File: src/rtl/core/csem_pkg.sv
// ----------------------------------------------------------------------------
// Semaphore package
// Command, status and wake codes, field widths, defaults and shared helpers.
// ----------------------------------------------------------------------------
package csem_pkg;

	// Field widths
	localparam int CMD_W    = 3;
	localparam int TID_W    = 6;
	localparam int TICKS_W  = 16;
	localparam int STATUS_W = 3;
	localparam int WK_W     = 2;
	localparam int COUNT_W  = 8;
	localparam int INIT_W   = 7;
	localparam int MOD_W    = TID_W + 9;

	// Parameter defaults
	localparam int QUEUE_DEPTH_DEF  = 16;
	localparam int THREAD_COUNT_DEF = 64;
	localparam int TIMER_BITS_DEF   = 16;

	// Commands
	localparam logic [CMD_W-1:0] CMD_WAIT       = 3'd0;
	localparam logic [CMD_W-1:0] CMD_TIMED_WAIT = 3'd1;
	localparam logic [CMD_W-1:0] CMD_TRY_WAIT   = 3'd2;
	localparam logic [CMD_W-1:0] CMD_SIGNAL     = 3'd3;
	localparam logic [CMD_W-1:0] CMD_CLOSE      = 3'd4;
	localparam logic [CMD_W-1:0] CMD_TICK       = 3'd5;
	localparam logic [CMD_W-1:0] CMD_READ_COUNT = 3'd6;
	localparam logic [CMD_W-1:0] CMD_UNUSED     = 3'd7;

	// Result status
	localparam logic [STATUS_W-1:0] ST_OK          = 3'd0;
	localparam logic [STATUS_W-1:0] ST_CLOSED      = 3'd1;
	localparam logic [STATUS_W-1:0] ST_WOULD_BLOCK = 3'd2;
	localparam logic [STATUS_W-1:0] ST_BLOCKED     = 3'd3;
	localparam logic [STATUS_W-1:0] ST_QUEUE_FULL  = 3'd5;

	// Wake reasons
	localparam logic [WK_W-1:0] WK_SIGNAL  = 2'd0;
	localparam logic [WK_W-1:0] WK_CLOSED  = 2'd1;
	localparam logic [WK_W-1:0] WK_TIMEOUT = 2'd2;

	// Count limits
	localparam logic signed [COUNT_W-1:0] COUNT_MAX = 8'sd127;
	localparam logic signed [COUNT_W-1:0] COUNT_MIN = -8'sd128;

	// Per-cell control
	typedef struct packed {
		logic shift;
		logic load;
	} cell_ctrl_t;

	// Reduce a thread id modulo a constant by restoring compare-subtract
	function automatic logic [TID_W-1:0] tid_mod(input logic [TID_W-1:0] value,
		input int unsigned modulus);
		logic [MOD_W-1:0] rem;
		logic [MOD_W-1:0] step;
		rem = MOD_W'(value);
		for (int b = TID_W - 1; b >= 0; b--) begin
			step = MOD_W'(modulus) << b;
			if (rem >= step) begin
				rem = rem - step;
			end
		end
		return rem[TID_W-1:0];
	endfunction

endpackage

File: src/rtl/core/counting_semaphore_with_waiter_queue.sv
// ----------------------------------------------------------------------------
// Counting semaphore with waiter queue
// Usage:
//   Command channel: start with command, thread_id, timeout_ticks; taken at an
//   edge where start is high and busy is low.
//   Results: one cycle each on status/woken_*/count_value, marked by done; last
//   flags the final result of a command. The receiver cannot stall results.
//   Config: initial_count is written when cfg_valid and cfg_ready are high;
//   cfg_ready is always high.
// Timing:
//   Wait, timed wait, try wait, read count and closed-state commands: result in
//   the cycle after the command; a new command may be taken in that cycle.
//   Signal: answers next cycle unless it pops; then busy while head entries are
//   dropped (up to QUEUE_DEPTH) until a live waiter turns up or the queue is empty, then the result.
//   Close and tick: the cell chain rotates once through S_SWEEP, emitting a
//   result for each released waiter, then the final result from S_FINAL.
// Reset:
//   Count, closed flag, queue and stored initial count clear; the count is loaded
//   from the stored initial count in the first cycle after reset, during which busy is high.
// ----------------------------------------------------------------------------
module counting_semaphore_with_waiter_queue import csem_pkg::*; #(
	parameter int QUEUE_DEPTH  = QUEUE_DEPTH_DEF,
	parameter int THREAD_COUNT = THREAD_COUNT_DEF,
	parameter int TIMER_BITS   = TIMER_BITS_DEF
) (
	input  logic                       clk,
	input  logic                       arst_n,
	input  logic                       start,
	output logic                       busy,
	input  logic [CMD_W-1:0]           command,
	input  logic [TID_W-1:0]           thread_id,
	input  logic [TICKS_W-1:0]         timeout_ticks,
	input  logic                       cfg_valid,
	output logic                       cfg_ready,
	input  logic [INIT_W-1:0]          initial_count,
	output logic                       done,
	output logic [STATUS_W-1:0]        status,
	output logic                       woken_valid,
	output logic [TID_W-1:0]           woken_thread,
	output logic [WK_W-1:0]            woken_status,
	output logic signed [COUNT_W-1:0]  count_value,
	output logic                       last
);

	localparam int UW = $clog2(QUEUE_DEPTH + 1);

	localparam logic [1:0] S_IDLE  = 2'd0;
	localparam logic [1:0] S_POP   = 2'd1;
	localparam logic [1:0] S_SWEEP = 2'd2;
	localparam logic [1:0] S_FINAL = 2'd3;

	// Control state
	logic [1:0]                 state_q, state_d;
	logic signed [COUNT_W-1:0]  count_q, count_d;
	logic                       closed_q, closed_d;
	logic [UW-1:0]              used_q, used_d;
	logic [UW-1:0]              idx_q, idx_d;
	logic                       sweep_close_q, sweep_close_d;
	logic                       load_q;
	logic [INIT_W-1:0]          init_count_q;

	// Result register
	logic                       done_q, done_d;
	logic [STATUS_W-1:0]        status_q, status_d;
	logic                       wv_q, wv_d;
	logic [TID_W-1:0]           wt_q, wt_d;
	logic [WK_W-1:0]            ws_q, ws_d;
	logic                       last_q, last_d;

	// Chain wiring
	logic                       accept;
	logic                       shift;
	logic                       enq;
	logic signed [COUNT_W-1:0]  cnt_dec;
	logic signed [COUNT_W-1:0]  cnt_inc;
	logic                       head_expire;
	logic [TID_W-1:0]           new_thread;
	logic                       new_timed;
	logic [TIMER_BITS-1:0]      new_rem;
	logic [TID_W-1:0]           tail_thread;
	logic                       tail_active;
	logic                       tail_timed;
	logic [TIMER_BITS-1:0]      tail_rem;
	cell_ctrl_t                 cell_ctrl  [QUEUE_DEPTH];
	logic [TID_W-1:0]           cell_thread[QUEUE_DEPTH];
	logic                       cell_active[QUEUE_DEPTH];
	logic                       cell_timed [QUEUE_DEPTH];
	logic [TIMER_BITS-1:0]      cell_rem   [QUEUE_DEPTH];

	assign busy      = load_q || (state_q != S_IDLE);
	assign accept    = start && !busy;
	assign cfg_ready = 1'b1;

	// New waiter fields
	assign new_thread = tid_mod(thread_id, THREAD_COUNT);
	assign new_timed  = (command == CMD_TIMED_WAIT);
	assign new_rem    = TIMER_BITS'(timeout_ticks);

	// Saturating count steps
	assign cnt_dec = (count_q == COUNT_MIN) ? count_q : count_q - 8'sd1;
	assign cnt_inc = (count_q == COUNT_MAX) ? count_q : count_q + 8'sd1;

	// Head entry runs out on this tick when one or zero ticks remain
	assign head_expire = (cell_rem[0][TIMER_BITS-1:1] == '0);

	// Sequence commands over the cell chain
	always_comb begin
		state_d       = state_q;
		count_d       = count_q;
		closed_d      = closed_q;
		used_d        = used_q;
		idx_d         = idx_q;
		sweep_close_d = sweep_close_q;
		done_d        = 1'b0;
		status_d      = ST_OK;
		wv_d          = 1'b0;
		wt_d          = '0;
		ws_d          = WK_SIGNAL;
		last_d        = 1'b0;
		shift         = 1'b0;
		enq           = 1'b0;
		tail_thread   = cell_thread[0];
		tail_active   = 1'b0;
		tail_timed    = cell_timed[0];
		tail_rem      = cell_rem[0];

		case (state_q)
			S_IDLE: begin
				if (load_q) begin
					count_d = COUNT_W'(init_count_q);
				end else if (accept) begin
					done_d = 1'b1;
					last_d = 1'b1;
					if (command inside {CMD_READ_COUNT, CMD_UNUSED}) begin
						status_d = ST_OK;
					end else if (closed_q) begin
						status_d = ST_CLOSED;
					end else begin
						case (command)
							CMD_WAIT, CMD_TIMED_WAIT: begin
								if (count_q > 8'sd0) begin
									count_d = count_q - 8'sd1;
								end else if (used_q == UW'(QUEUE_DEPTH)) begin
									status_d = ST_QUEUE_FULL;
								end else begin
									count_d  = cnt_dec;
									enq      = 1'b1;
									used_d   = used_q + UW'(1);
									status_d = ST_BLOCKED;
								end
							end
							CMD_TRY_WAIT: begin
								if (count_q > 8'sd0) begin
									count_d = count_q - 8'sd1;
								end else begin
									status_d = ST_WOULD_BLOCK;
								end
							end
							CMD_SIGNAL: begin
								count_d = cnt_inc;
								if ((cnt_inc <= 8'sd0) && (used_q != '0)) begin
									done_d  = 1'b0;
									last_d  = 1'b0;
									state_d = S_POP;
								end
							end
							CMD_CLOSE: begin
								closed_d      = 1'b1;
								sweep_close_d = 1'b1;
								idx_d         = '0;
								done_d        = 1'b0;
								last_d        = 1'b0;
								state_d       = S_SWEEP;
							end
							CMD_TICK: begin
								sweep_close_d = 1'b0;
								idx_d         = '0;
								done_d        = 1'b0;
								last_d        = 1'b0;
								state_d       = S_SWEEP;
							end
							default: begin
								status_d = ST_OK;
							end
						endcase
					end
				end
			end
			S_POP: begin
				// Drop head entries until a live waiter turns up
				if (used_q == '0) begin
					done_d  = 1'b1;
					last_d  = 1'b1;
					state_d = S_IDLE;
				end else begin
					shift  = 1'b1;
					used_d = used_q - UW'(1);
					if (cell_active[0]) begin
						done_d  = 1'b1;
						last_d  = 1'b1;
						wv_d    = 1'b1;
						wt_d    = cell_thread[0];
						ws_d    = WK_SIGNAL;
						state_d = S_IDLE;
					end
				end
			end
			S_SWEEP: begin
				// Rotate the head to the tail, updating it on the way
				shift       = 1'b1;
				tail_active = cell_active[0];
				if ((idx_q < used_q) && cell_active[0]) begin
					if (sweep_close_q) begin
						tail_active = 1'b0;
						done_d      = 1'b1;
						wv_d        = 1'b1;
						wt_d        = cell_thread[0];
						ws_d        = WK_CLOSED;
					end else if (cell_timed[0]) begin
						if (head_expire) begin
							tail_active = 1'b0;
							tail_rem    = '0;
							done_d      = 1'b1;
							wv_d        = 1'b1;
							wt_d        = cell_thread[0];
							ws_d        = WK_TIMEOUT;
						end else begin
							tail_rem = cell_rem[0] - TIMER_BITS'(1);
						end
					end
				end
				if (idx_q == UW'(QUEUE_DEPTH - 1)) begin
					state_d = S_FINAL;
				end else begin
					idx_d = idx_q + UW'(1);
				end
			end
			S_FINAL: begin
				done_d  = 1'b1;
				last_d  = 1'b1;
				state_d = S_IDLE;
				if (sweep_close_q) begin
					used_d = '0;
				end
			end
			default: begin
				state_d = S_IDLE;
			end
		endcase
	end

	// Advance control and result registers
	always_ff @(posedge clk or negedge arst_n) begin
		if (!arst_n) begin
			state_q       <= S_IDLE;
			count_q       <= '0;
			closed_q      <= 1'b0;
			used_q        <= '0;
			idx_q         <= '0;
			sweep_close_q <= 1'b0;
			load_q        <= 1'b1;
			done_q        <= 1'b0;
			status_q      <= ST_OK;
			wv_q          <= 1'b0;
			wt_q          <= '0;
			ws_q          <= WK_SIGNAL;
			last_q        <= 1'b0;
		end else begin
			state_q       <= state_d;
			count_q       <= count_d;
			closed_q      <= closed_d;
			used_q        <= used_d;
			idx_q         <= idx_d;
			sweep_close_q <= sweep_close_d;
			load_q        <= 1'b0;
			done_q        <= done_d;
			status_q      <= status_d;
			wv_q          <= wv_d;
			wt_q          <= wt_d;
			ws_q          <= ws_d;
			last_q        <= last_d;
		end
	end

	// Hold the configuration register
	always_ff @(posedge clk or negedge arst_n) begin
		if (!arst_n) begin
			init_count_q <= '0;
		end else if (cfg_valid && cfg_ready) begin
			init_count_q <= initial_count;
		end
	end

	// Chain of waiter cells, head at index zero
	for (genvar i = 0; i < QUEUE_DEPTH; i++) begin : g_cell
		logic [TID_W-1:0]      nx_thread;
		logic                  nx_active;
		logic                  nx_timed;
		logic [TIMER_BITS-1:0] nx_rem;

		if (i == QUEUE_DEPTH - 1) begin : g_tail
			assign nx_thread = tail_thread;
			assign nx_active = tail_active;
			assign nx_timed  = tail_timed;
			assign nx_rem    = tail_rem;
		end else begin : g_body
			assign nx_thread = cell_thread[i+1];
			assign nx_active = cell_active[i+1];
			assign nx_timed  = cell_timed[i+1];
			assign nx_rem    = cell_rem[i+1];
		end

		assign cell_ctrl[i] = '{shift: shift, load: enq && (used_q == UW'(i))};

		csem_cell #(
			.TIMER_BITS(TIMER_BITS)
		) u_cell (
			.clk         (clk),
			.arst_n      (arst_n),
			.ctrl        (cell_ctrl[i]),
			.next_thread (nx_thread),
			.next_active (nx_active),
			.next_timed  (nx_timed),
			.next_rem    (nx_rem),
			.new_thread  (new_thread),
			.new_timed   (new_timed),
			.new_rem     (new_rem),
			.cur_thread  (cell_thread[i]),
			.cur_active  (cell_active[i]),
			.cur_timed   (cell_timed[i]),
			.cur_rem     (cell_rem[i])
		);
	end

	assign done         = done_q;
	assign status       = status_q;
	assign woken_valid  = wv_q;
	assign woken_thread = wt_q;
	assign woken_status = ws_q;
	assign count_value  = count_q;
	assign last         = last_q;

endmodule

File: src/rtl/core/csem_cell.sv
// ----------------------------------------------------------------------------
// Semaphore waiter cell
// One queue entry; loads a new waiter or takes its neighbor's entry on shift.
// ----------------------------------------------------------------------------
module csem_cell import csem_pkg::*; #(
	parameter int TIMER_BITS = TIMER_BITS_DEF
) (
	input  logic                  clk,
	input  logic                  arst_n,
	input  cell_ctrl_t            ctrl,
	input  logic [TID_W-1:0]      next_thread,
	input  logic                  next_active,
	input  logic                  next_timed,
	input  logic [TIMER_BITS-1:0] next_rem,
	input  logic [TID_W-1:0]      new_thread,
	input  logic                  new_timed,
	input  logic [TIMER_BITS-1:0] new_rem,
	output logic [TID_W-1:0]      cur_thread,
	output logic                  cur_active,
	output logic                  cur_timed,
	output logic [TIMER_BITS-1:0] cur_rem
);

	logic [TID_W-1:0]      thread_q;
	logic                  active_q;
	logic                  timed_q;
	logic [TIMER_BITS-1:0] rem_q;

	// Flags: take neighbor on shift, set on load
	always_ff @(posedge clk or negedge arst_n) begin
		if (!arst_n) begin
			active_q <= 1'b0;
			timed_q  <= 1'b0;
		end else if (ctrl.shift) begin
			active_q <= next_active;
			timed_q  <= next_timed;
		end else if (ctrl.load) begin
			active_q <= 1'b1;
			timed_q  <= new_timed;
		end
	end

	// Payload: same selection, no reset
	always_ff @(posedge clk) begin
		if (ctrl.shift) begin
			thread_q <= next_thread;
			rem_q    <= next_rem;
		end else if (ctrl.load) begin
			thread_q <= new_thread;
			rem_q    <= new_rem;
		end
	end

	assign cur_thread = thread_q;
	assign cur_active = active_q;
	assign cur_timed  = timed_q;
	assign cur_rem    = rem_q;

endmodule

File: config.mk
export PLATFORM = sky130hd
export DESIGN_NAME = counting_semaphore_with_waiter_queue
export DESIGN_NICKNAME = d
export VERILOG_FILES = /design/src/rtl/core/csem_pkg.sv /design/src/rtl/core/counting_semaphore_with_waiter_queue.sv /design/src/rtl/core/csem_cell.sv
export SDC_FILE = /design/constraint.sdc
export NUM_CORES = 1
export LEC_CHECK = 0
export BUFFER_PORTS_ARGS = -buffer_cell sky130_fd_sc_hd__buf_4
export CORE_MARGIN = 1
export CORE_UTILIZATION = 55
export DETAILED_ROUTE_END_ITERATION = 12
export PLACE_DENSITY = 0.72
export SLEW_MARGIN = 25
export SYNTH_ARGS = -nofsm -noshare
export SYNTH_HDL_FRONTEND = slang
export SYNTH_SLANG_ARGS = --single-unit
File: constraint.sdc
create_clock -name clk -period 5.4 [get_ports clk]
set_input_delay 1.08 -clock clk [delete_from_list [all_inputs] [get_ports clk]]
set_output_delay 1.08 -clock clk [all_outputs]
set_load 0.01 [all_outputs]
# Word level (Yosys, flattened, before mapping)
# Cells that the tools add are included.
# totals
register_bits	428
elab_cells	421
# classes
addsub	6
order_cmp	3
n_eq_ne	49
n_mux	225
bitwise_logic	3
n_reduce_logical	57
# ops
cell	count
16-bit 2-to-1 mux	37
6-bit 2-to-1 mux	38
1-bit 2-to-1 mux	92
5-bit 2-to-1 mux	15
8-bit 2-to-1 mux	9
5-bit by 4-bit equality test with 1-bit output (second input constant)	9
2-bit nonzero test	21
2-bit 2-to-1 mux	14
2-bit != test (second input constant)	12
8-bit one-hot mux with 3 select lines	1
3-bit 2-to-1 mux	7
5-bit by 3-bit equality test with 1-bit output (second input constant)	4
1-bit logical AND	19
8-bit equality test (second input constant)	2
8-bit AND reduction	2
16-bit by 1-bit subtractor with 16-bit output (second input constant)	1
15-bit zero test	1
5-bit one-hot mux with 3 select lines	1
3-bit equality test (second input constant)	4
6-bit one-hot mux with 2 select lines	1
5-bit by 1-bit adder with 5-bit output (second input constant)	2
5-bit by 2-bit equality test with 1-bit output (second input constant)	2
5-bit one-hot mux with 2 select lines	1
10-bit AND reduction	1
other kinds (35)	47

# Logic depth before layout (Yosys ltp)
# Gate-level depths: netlist of run 1.
# depth
ltp_word	12
ltp_mapped	11

# Hierarchy
# From an unflattened synthesis of run 1, not the netlist that was laid out.
# hier_totals
cells_unflattened	1335
area_unflattened_um2	21040.2
# by_module_without_submodules
mod	instances	cells_each	area_per_inst_um2	seq_area_each_um2
csem_cell	16	56	1094.8	710.7
counting_semaphore_with_waiter_queue	1	439	3523.4	1102.3

# Worst setup path before layout of run 1
# OpenSTA, ideal clock, no wires.
# synth_timing
path_kind	input port to flip-flop
startpoint	input port start
endpoint	register g_cell[13].u_cell.rem_q[0], enable pin
setup_ps	380
arrival_time_ps	2696
setup_slack_ps	2323
cell_stages	6
path_cell_list	nor3b_2 nand2_1 or3_1 buf_2 nor3b_2 or2_1
# synth_via
elab_chain_len	6
# synth_lines
element	line_no	text
from (decl)	counting_semaphore_with_waiter_queue.sv:28	input logic start,
1-bit logical AND	counting_semaphore_with_waiter_queue.sv:91	assign accept = start && !busy;
1-bit 2-to-1 mux	counting_semaphore_with_waiter_queue.sv:131	end else if (accept) begin
1-bit 2-to-1 mux	counting_semaphore_with_waiter_queue.sv:129	if (load_q) begin
1-bit 2-to-1 mux	counting_semaphore_with_waiter_queue.sv:127	case (state_q)
1-bit logical AND	counting_semaphore_with_waiter_queue.sv:313	assign cell_ctrl[i] = '{shift: shift, load: enq && (used_q == UW'(i))};
2-bit nonzero test (no line)	--	
to (signal assigned)	csem_cell.sv:47	rem_q <= next_rem;
to (signal assigned)	csem_cell.sv:50	rem_q <= new_rem;
to (decl)	csem_cell.sv:27	logic [TIMER_BITS-1:0] rem_q;
# No other way between the ends.
# A chain may end at the register's enable or synchronous reset.

# Final worst setup path of run 1
# layout_timing
startpoint	register used_q[0]
endpoint	register g_cell[15].u_cell.rem_q[8] (data pin)
# layout_via
elab_chain_len	5
# layout_lines
element	line_no	text
from (decl)	counting_semaphore_with_waiter_queue.sv:56	logic [UW-1:0] used_q, used_d;
from (signal assigned)	counting_semaphore_with_waiter_queue.sv:272	used_q <= used_d;
5-bit less-than comparator	counting_semaphore_with_waiter_queue.sv:212	if ((idx_q < used_q) && cell_active[0]) begin
1-bit logical AND	counting_semaphore_with_waiter_queue.sv:212	
16-bit 2-to-1 mux	counting_semaphore_with_waiter_queue.sv:212	
16-bit 2-to-1 mux	counting_semaphore_with_waiter_queue.sv:127	
16-bit 2-to-1 mux *	csem_cell.sv:45	if (ctrl.shift) begin
to (signal assigned)	csem_cell.sv:47	
to (signal assigned)	csem_cell.sv:50	
to (decl)	csem_cell.sv:27	
# Mark *: on every way between the ends. The rest lies on a longest branch, timed or not.

==> impl_metrics.ini, run 1 <==
[status]
status = complete, no violations

[run]
drv_cap = 0

[synth]
synth_top_area_share_pct = 55.7
ys_warn_count = 0
synth_fp_nets = 1448
synth.cell_area_mm2 = 0.0190
synth_edf_count = 352
synthTopCellsByCount = 352 x edfxtp_1, 343 x a21o_1, 75 x dfrtp_1
post_synth_num_cell_types = 82
yosysTopAreaCell = edfxtp_1
synth_top_flop_cell = edfxtp_1
synthTopCellsByArea = edfxtp_1 56%, a21o_1 14%, dfrtp_1 9.9%
avgSynthCellArea_um2 = 13.6
ys_async_sr_fraction_pct = 17.8
yosysMostFrequentCell = edfxtp_1
seq_area_frac_synth_pct = 65.8
ys_seq_elements = 428
syn_inst = 1392

[critical_path]
cp-end-kind = register
cp_data_arrival_time_ps = 4290
crit_slowest_cell = buf_4
r2r_slack_ps = 1490
crit_fanout = 91
r2r-start = used_q[0]
start_kind = register
max_stage_delay_ps = 790
cp.required_ps = 5780
crit_type = reg -> reg
crit_chain = inv_1 -> ha_1 -> nor4b_4 -> nor2_1 -> o21a_4 -> buf_4 -> o21ai_1 -> o21bai_1
endpoint = g_cell[15].u_cell.cur_rem[8]
ff2ff_path_depth = 8
r2r_end = g_cell[15].u_cell.cur_rem[8]
startpoint = used_q[0]

[floorplanning]
die_area_mm2 = 0.0352
die_w_um = 188
start_util_pct = 56.3
fp.dieH_um = 188
coreArea_mm2 = 0.0337
io_pins = 60
rows = 67

[finish]
post-route-util_pct = 61.9
drive_above_1_share_pct = 12.9
nets = 1449
num_antenna_cells = 0
area_growth_pct = 10.0

[global_routing]
grt_pass1_wl_um = 62000
busiest_layer = met2
gr-total-overflow = 0
grt_use_met1_pct = 33.6
grt_pass1_vias = 11100
grt_util_met3_pct = 3.33
grt_max_degree = 170
antenna_found_initial = 0
grt.total_usage_pct = 22.4
grtUsageMet2_pct = 34.1

[clock_tree]
cts_hold_buf = 0
cts_resized = 0
clock_latency_ps = 560
clkTransAtPathRegs_ps = 60
h-tree-depth = 2
clock_path_buffers = 3
clock-sinks = 428
postCtsSetupBuffers = 0
cts-root-buf = clkbuf_16
cts_buffers = 45
cts_tree = yes

[placed_design]
dpl.hpwl_um = 23400
port_buffers = 58
gp_congestion = 0.854
place_ws_ps = 1630

[route]
ant_nets = 0
first_pass_iters = 5
drt_wl_total_um = 38600
wire_per_inst_um = 20.6
drt-initial-drc-count = 929
vias = 11200
viasPerCell = 5.98
drc = 0

[timing]
clock.fmax_ghz = 0.256
hold_violations = 0
relSlewSlack_pct = 41.1
tns_ps = 0
rsz0062_at_grt = no
fin_skew_ps = 23.6
worstMarginPinSlew_ps = 883
setup_viol = 0
period_share_pct = 72.4
period_needed_ps = 3910
final_max_slew_viol_count = 0
fin_ws_ps = 1490

[hold_path]
min-delay-path-class = reg -> reg

[power_and_ir_drop]
total_leakage_power_uw = 0.00884
peakVddDrop_uv = 229
pwr_density_cell_mw_per_mm2 = 335
-- through the flow --
step / instances / power, µW / hold WS, ps / area (µm²)
5_1_grt: 1877 / 7200 / 503 / 20900
2_1_floorplan: 1392 / 3940 / 433 / 19000
6_report: 1877 / 7000 / 480 / 20900
4_1_cts: 1877 / 7040 / 484 / 20900
3_3_place_gp: 1794 / 4010 / 464 / 19400
3_5_place_dp: 1794 / 4020 / 463 / 19400
-- cell families after synthesis --
family	after synthesis	synth area share [%]
DFF	428	65.8
AOI/OAI and AO/OA	522	20.0
muxes	9	0.521
buffers and inverters	156	4.43
adders and majority gates	20	1.32
and+or+nand+nor	243	7.33
xor gates and xnor gates	12	0.554
other	2	0.0396
-- worst max-delay path, delay by kind of cell (launching register included) --
| kind | cells | cell delay [ps] |
|---|---|---|
| AOI/OAI and AO/OA | 3 | 1400 |
| buffers and inverters | 2 | 950 |
| and+or+nand+nor | 2 | 560 |
| DFF | 1 | 430 |
| adders and majority gates | 1 | 300 |
-- state kept, by name, indices dropped and copies added, names as in the netlist --
name                      flops
closed_q                      1
count_value                   8
done                          1
g_cell.u_cell.cur_active     16
g_cell.u_cell.cur_rem       256
g_cell.u_cell.cur_thread     96
g_cell.u_cell.cur_timed      16
idx_q                         5
init_count_q                  7
last                          1
load_q                        1
state_q                       2
status                        3
sweep_close_q                 1
used_q                        5
woken_status                  2
woken_thread                  6
woken_valid                   1
-- how the worst min path moves through the flow --
| stage | to | from | slack [ps] | cells past startpoint |
|---|---|---|---|---|
| after floorplan | g_cell[12].u_cell.cur_active | g_cell[13].u_cell.cur_active | 430 | 2 |
| after CTS | g_cell[8].u_cell.cur_active | g_cell[9].u_cell.cur_active | 480 | 2 |
| final | g_cell[8].u_cell.cur_active | g_cell[9].u_cell.cur_active | 480 | 2 |
| after detailed placement | g_cell[13].u_cell.cur_active | g_cell[14].u_cell.cur_active | 460 | 2 |
| after global routing | g_cell[13].u_cell.cur_active | g_cell[14].u_cell.cur_active | 500 | 2 |
| after global placement | g_cell[13].u_cell.cur_active | g_cell[14].u_cell.cur_active | 460 | 2 |
-- layout make-up --
class                           count  area, µm²
Clock buffer                       64       1270
Clock inverter                     19        171
Fill cell                        2518      12800
Inverter                           30        113
Multi-Input combinational cell    808       5660
Sequential cell                   428      12500
Tap cell                          448        561
Timing Repair Buffer               80        617
-- metal layers --
layer  wire [µm]  share of wire, %
met5           0                 0
met3        1970               5.1
met2       17600                46
met4         902               2.3
met1       18100                47
-- power by group --
| part | switching (µW) | total [µW] | internal (µW) | leakage (µW) |
|---|---|---|---|---|
| Clock | 1260 | 3040 | 1780 | 0.000701 |
| Sequential | 41.4 | 3630 | 3590 | 0.00402 |
| Combinational | 166 | 320 | 154 | 0.00412 |
-- cell usage in the layout (no fill, tap or decap), types with 5 or more instances in the layout --
master and instances:
inv_1 30, o21ai_1 21, and2_1 26, a22oi_1 6, or2_1 7, or3_1 7, nor3_1 14, mux2_2 7
and3_1 15, clkinv_1 6, ha_1 20, xnor2_1 12, dfrtp_1 75, nand2b_1 10, nor4_1 5, nor2b_1 7
nand3_1 21, clkbuf_1 14, o21bai_1 12, a21oi_1 28, nor2_1 27, o31ai_1 7, clkinv_2 7, edfxtp_1 352
o211ai_1 12, a21o_1 343, a31oi_1 8, buf_4 78, clkbuf_16 47, a22o_1 8, o21ai_0 27, nand2_1 63
nand3b_1 5
Note: power is estimated with default switching activity, not from simulation.
==> run 2, diff against run 1 <==
--- a/config.mk
+++ b/config.mk
@@ -5,6 +5,7 @@
 export SDC_FILE = /design/constraint.sdc
 export NUM_CORES = 1
 export LEC_CHECK = 0
+export ABC_AREA = 1
 export BUFFER_PORTS_ARGS = -buffer_cell sky130_fd_sc_hd__buf_4
 export CORE_MARGIN = 1
 export CORE_UTILIZATION = 55
==> constraint.sdc (replaced) <==
create_clock -name clk -period 4.1 [get_ports clk]
set_input_delay 0.82 -clock clk [delete_from_list [all_inputs] [get_ports clk]]
set_output_delay 0.82 -clock clk [all_outputs]
set_load 0.01 [all_outputs]
==> run 2 against run 1 <==
  * Core utilization shrank 0.14 points
  * Die area shrank 1.6%
  * Sequential power increased by 110%
  * Flip-flop and latch count unchanged
  * Worst hold slack worse by 140 ps
  * Worst setup slack got worse by 560 ps
  * Register-to-register slack lost 560 ps
  * Critical path type unchanged
  * Largest cell class unchanged
==> impl_metrics.ini, run 2 <==
[finish]
nets = 1901
area_growth_pct = 10.8
final_common_cell = nand2_1
post-route-util_pct = 61.8
drive_above_1_share_pct = 10.5
final_cell_mix = 834 x nand2_1, 352 x edfxtp_1, 93 x nor2_1
finalNonFillerCells = 2325
fillers = 2666
register_area_mm2 = 0.0125
largest_reg_flops = 256
num_antenna_cells = 0
multi_input_area_mm2 = 0.00530

[synth]
synthTopCellsByCount = 835 x nand2_1, 352 x edfxtp_1, 93 x nor2_1
synth_fp_nets = 1853
yosysMostFrequentCell = nand2_1
ys_warn_count = 0
ys_seq_elements = 428
seq_area_frac_synth_pct = 66.9
yosysTopAreaCell = edfxtp_1
synth.cell_area_mm2 = 0.0186
synthTopCellsByArea = edfxtp_1 57%, nand2_1 17%, dfrtp_1 10%
ys_async_sr_fraction_pct = 17.8
syn_inst = 1797
post_synth_num_cell_types = 46
avgSynthCellArea_um2 = 10.4
synth_top_area_share_pct = 56.7
synth_edf_count = 352
synth_top_flop_cell = edfxtp_1

[clock_tree]
clock_latency_ps = 540
cts-root-buf = clkbuf_16
clock-sinks = 428
cts_tree = yes
clkTransAtPathRegs_ps = 60
h-tree-depth = 2
cts_hold_buf = 0
clock_path_buffers = 3
postCtsSetupBuffers = 0
cts_buffers = 43
cts_resized = 0

[critical_path]
cp.required_ps = 4480
ff2ff_path_depth = 11
cp_data_arrival_time_ps = 3540
endpoint = g_cell[2].u_cell.cur_rem[1]
path_common_cell = nand2_1
crit_fanout = 41
r2r-start = used_q[1]
cp-end-kind = register
max_stage_delay_ps = 510
startpoint = used_q[1]
start_kind = register
crit_chain = inv_1 -> ha_1 -> inv_1 -> nor2_1 -> nand2_2 -> nand2_1 -> nand2_1 -> nand2_4 -> buf_4 -> nand2_1 -> nand2_1
crit_type = reg -> reg
r2r_slack_ps = 940
r2r_end = g_cell[2].u_cell.cur_rem[1]
crit_slowest_cell = buf_4

[timing]
final_max_slew_viol_count = 0
relSlewSlack_pct = 44.5
fin_skew_ps = 14.8
tns_ps = 0
hold_violations = 0
period_share_pct = 77.2
rsz0062_at_grt = no
worstMarginPinSlew_ps = 830
period_needed_ps = 3160
setup_viol = 0
clock.fmax_ghz = 0.316

[route]
drt_wl_total_um = 39000
drc = 0
drt-initial-drc-count = 1075
viasPerCell = 5.32
wire_per_inst_um = 16.8
first_pass_iters = 6
ant_nets = 0
vias = 12400

[floorplanning]
die_area_mm2 = 0.0346
rows = 67
start_util_pct = 55.8
io_pins = 60
coreArea_mm2 = 0.0334
fp.dieH_um = 186
die_w_um = 186

[power_and_ir_drop]
total_leakage_power_uw = 0.00850
peakVddDrop_uv = 502
pwr_density_cell_mw_per_mm2 = 786
seqPwrFrac_pct = 47.9
sw_frac_of_total_pct = 35.0
p_int_uw = 10500
clockPowerShare_pct = 23.0
switchingPower_uw = 5680
p_comb_share_pct = 29.1

[global_routing]
gr-total-overflow = 0
busiest_layer = met2
antenna_found_initial = 0
grt_max_degree = 103
grt_util_met3_pct = 3.23
grt_use_met1_pct = 34.0
grt_pass1_vias = 11800
grt_pass1_wl_um = 62600
grt.total_usage_pct = 23.5
grtUsageMet2_pct = 37.5

[placed_design]
dpl.hpwl_um = 23600
placed_cells = 2248
port_buffers = 58
gp_congestion = 0.918

[hold_path]
min-delay-path-class = in -> async

[run]
drv_cap = 0

[status]
status = complete, no violations
[run 2: cell types whose count changed after synthesis, sizes merged, moves of 12 or more]
cell,previous run,this run
and3,15,0
buf,102,74
xor2,0,12
and2,26,1
nand2,64,862
o21ai,51,72
o21bai,13,0
nand3,23,59
nor2,29,103
a21o,343,0
inv,30,92
clkbuf,24,3
[run 2: worst min path at each step]
stage                                  endpoint  slack, ps                   startpoint
floorplan           g_cell[10].u_cell.cur_timed        450  g_cell[10].u_cell.cur_timed
global placement    g_cell[10].u_cell.cur_timed        470  g_cell[10].u_cell.cur_timed
detailed placement  g_cell[10].u_cell.cur_timed        480  g_cell[10].u_cell.cur_timed
CTS                             woken_thread[3]        360                       arst_n
global route                    woken_thread[4]        400                       arst_n
finish                          woken_thread[3]        340                       arst_n
[run 2: worst max-delay path: cells and delay by family (launching register included)]
| family | cells | cell delay [ps] |
|---|---|---|
| fa+ha+maj | 1 | 190 |
| flops | 1 | 420 |
| simple gates | 7 | 1590 |
| buf+inv | 3 | 770 |
[run 2: routing by layer]
metal | wire (µm) | vias to the layer above
met2 | 18300 | 389
li1 | - | 5976
met4 | 774 | 0
met1 | 17600 | 5950
met5 | 0 | -
met3 | 2260 | 62
[run 2: through the flow]
step / hold slack, ps / instance area, µm² / power [µW] / worst slack [ps]
after floorplan: 452 / 18600 / 11000 / 1580
after global placement: 474 / 19300 / 12400 / 1120
after detailed placement: 480 / 19300 / 12500 / 969
after CTS: 362 / 20700 / 16300 / 950
after global routing: 402 / 20700 / 17200 / 654
final: 342 / 20700 / 16200 / 936
[run 2: cells by family (layout without fill, tap and decap cells)]
logic type | Yosys count | in the layout | share of synthesized area (%)
compound gates | 114 | 114 | 3.58
xor+xnor | 16 | 16 | 0.751
fa+ha+maj | 20 | 20 | 1.34
buf+inv | 169 | 249 | 4.76
flops | 428 | 428 | 66.9
other cells | 2 | 2 | 0.0403
simple gates | 1048 | 1048 | 22.6
[run 2: cell type report]
cell class	count	area share, %
Sequential cell	428	60.4
Multi-Input combinational cell	1200	25.7
Clock buffer	67	5.89
Timing Repair Buffer	80	3.15
Tap cell	448	2.71
Inverter	92	1.72
Clock inverter	10	0.509
[run 2: power by group through the flow]
stage	Combinational (µW)	Clock, µW	Sequential [µW]
floorplan	3390	0	7660
global placement	4590	0	7810
detailed placement	4710	0	7820
CTS	4760	3790	7770
global route	5330	3960	7930
finish	4720	3740	7770
==> run 3, diff against run 2 <==
--- a/config.mk
+++ b/config.mk
@@ -10,7 +10,7 @@
 export CORE_MARGIN = 1
 export CORE_UTILIZATION = 55
 export DETAILED_ROUTE_END_ITERATION = 12
-export PLACE_DENSITY = 0.72
+export PLACE_DENSITY = 0.75
 export SLEW_MARGIN = 25
 export SYNTH_ARGS = -nofsm -noshare
 export SYNTH_HDL_FRONTEND = slang
==> constraint.sdc (replaced) <==
create_clock -name clk -period 2.5 [get_ports clk]
set_input_delay 0.5 -clock clk [delete_from_list [all_inputs] [get_ports clk]]
set_output_delay 0.5 -clock clk [all_outputs]
set_load 0.01 [all_outputs]
==> run 3 against run 2 <==
  * Wire length rose by 7.0%
  * Non-clock buffer count rose by 44
  * Fmax rose by 33%
  * Worst setup slack got worse by 820 ps
  * Cell area rose by 3.6%
  * Highest routed layer unchanged
  * Sequential share of layout area fell by 2.1 points
  * Cell count rose by 2.2%
  * Critical path type unchanged
  * Via count rose by 3.5%
  * Largest power group unchanged
==> impl_metrics.ini, run 3 (same netlist as run 2, synthesis figures left out) <==
[timing]
fin_ws_ps = 119
hold_violations = 0
clock.fmax_ghz = 0.420
rsz0062_at_grt = yes
period_needed_ps = 2380
setup_viol = 0
worstMarginPinSlew_ps = 629
period_share_pct = 95.2
fin_skew_ps = 24.2
final_max_slew_viol_count = 0
relSlewSlack_pct = 58.1

[hold_path]
hp-start = initial_count[5]
min_to = init_count_q[5]
hold_path_depth = 3
min-delay-path-class = in -> reg

[floorplanning]
fp.dieH_um = 186
die_area_mm2 = 0.0346
start_util_pct = 55.8
die_w_um = 186
coreArea_mm2 = 0.0334
rows = 67
io_pins = 60

[power_and_ir_drop]
switchingPower_uw = 9710
sw_frac_of_total_pct = 34.7
p_comb_share_pct = 31.0
p_int_uw = 18300
clockPowerShare_pct = 23.3
seqPwrFrac_pct = 45.6
total_leakage_power_uw = 0.00886
peakVddDrop_uv = 793
pwr_density_cell_mw_per_mm2 = 1310

[critical_path]
start_kind = register
crit_buf_inv = 3
max_stage_delay_ps = 410
cp_data_arrival_time_ps = 2610
cp.required_ps = 2730
crit_family = simple AND/OR/NAND/NOR gates
ff2ff_path_depth = 11
r2r_slack_ps = 120
crit_slowest_cell = dfrtp_1
crit_fanout = 23
r2r_end = g_cell[5].u_cell.cur_rem[3]
crit_type = reg -> reg
crit_chain = inv_1 -> ha_1 -> nand3_2 -> nor2_4 -> nand2_1 -> nor2_1 -> nand2_4 -> inv_4 -> nand3_1 -> nand2_2 -> buf_12
r2r-start = state_q[0]
cp-end-kind = register

[placed_design]
port_buffers = 58
dpl.hpwl_um = 27200
placed_area_mm2 = 0.0199
place_ws_ps = 108
gp_congestion = 0.921

[route]
drt_wl_total_um = 41700
first_pass_iters = 6
drc = 0
wire_per_inst_um = 17.6
viasPerCell = 5.39
ant_nets = 0
drt-initial-drc-count = 1219
vias = 12800

[global_routing]
gr-total-overflow = 0
antenna_found_initial = 0
grt_pass1_vias = 12500
grt_max_degree = 69
grt_pass1_wl_um = 66300
grt.total_usage_pct = 25.0

[clock_tree]
clock-sinks = 428
cts_buffers = 45
h-tree-depth = 2
clock_latency_ps = 550
cts-root-buf = clkbuf_16
cts_tree = yes
clock_path_buffers = 3
clkTransAtPathRegs_ps = 60

[finish]
post-route-util_pct = 64.0
area_growth_pct = 14.8
largest_reg_flops = 256
num_antenna_cells = 0
final_common_cell = nand2_1
design_area_mm2 = 0.0214
nets = 1947
drive_above_1_share_pct = 13.0
final_cell_mix = 832 x nand2_1, 352 x edfxtp_1, 98 x buf_4

[status]
status = complete, no violations

[run]
drv_cap = 0
## run 3: changes by cell type in the layout (fill, tap and decap cells not counted), moves of 2 or more
cell	delta
buf_4	+22
nand2_4	+2
clkbuf_16	+4
clkbuf_8	+2
buf_12	+20
clkinv_1	-2
clkbuf_1	+4
nand2_1	-2
## run 3: worst max-delay path by stage
stage | start | end | slack [ps] | depth (start not counted)
floorplan | count_value[0] | g_cell[0].u_cell.cur_rem[0] | 0.4 | 8
global placement | used_q[2] | g_cell[15].u_cell.cur_rem[6] | 210 | 9
detailed placement | used_q[2] | g_cell[15].u_cell.cur_rem[2] | 110 | 9
CTS | used_q[2] | g_cell[15].u_cell.cur_rem[2] | 80 | 9
global route | count_value[0] | g_cell[4].u_cell.cur_rem[12] | -20 | 11
finish | state_q[0] | g_cell[5].u_cell.cur_rem[3] | 120 | 11
## run 3: worst reg2reg max path, delay by kind of cell, from the launching register on
kind / cells / cell delay, ps
adders and majority gates: 1 / 190
buffers and inverters: 3 / 450
DFF: 1 / 410
and+or+nand+nor: 7 / 1010
## run 3: routing by layer
layer / vias up / track usage (%) / part of all wire (%)
li1: 6080 / - / -
met1: 6207 / 36.7 / 45
met2: 454 / 39.9 / 47
met3: 65 / 2.75 / 6.3
met4: 0 / 6.59 / 2.1
met5: - / 0 / 0
## run 3: power groups by stage
stage	clock, µW	combinational [µW]	sequential (µW)
floorplan	0	5560	12600
global placement	0	8340	12800
detailed placement	0	8600	12800
global route	6850	9660	13000
finish	6530	8680	12800
CTS	6580	8670	12800
## run 3: layout make-up
| type | count | area (µm²) |
|---|---|---|
| clock buffer | 77 | 1360 |
| timing repair buffer | 124 | 1250 |
| inverter | 92 | 355 |
| tap | 448 | 561 |
| clock inverter | 7 | 83.8 |
| multi-input combinational | 1200 | 5330 |
| fill | 2545 | 12000 |
| sequential | 428 | 12500 |
## run 3: what timing repair did
action                                 4_1_cts  5_1_grt
setup endpoints to repair                    0       44
hold buffers                                 1        0
endpoints found under the hold margin       30        0
gates resized for setup                      0        7
buffers inserted                             0        1
## run 3: metrics by stage
| stage | hold WS [ps] | instances | power (µW) | TNS [ps] |
|---|---|---|---|---|
| global route | 180 | 2376 | 29500 | -333 |
| global placement | 468 | 2290 | 21100 | 0 |
| CTS | 145 | 2375 | 28000 | 0 |
| detailed placement | 481 | 2290 | 21400 | 0 |
| floorplan | 204 | 1797 | 18100 | 0 |
| finish | 159 | 2376 | 28000 | 0 |
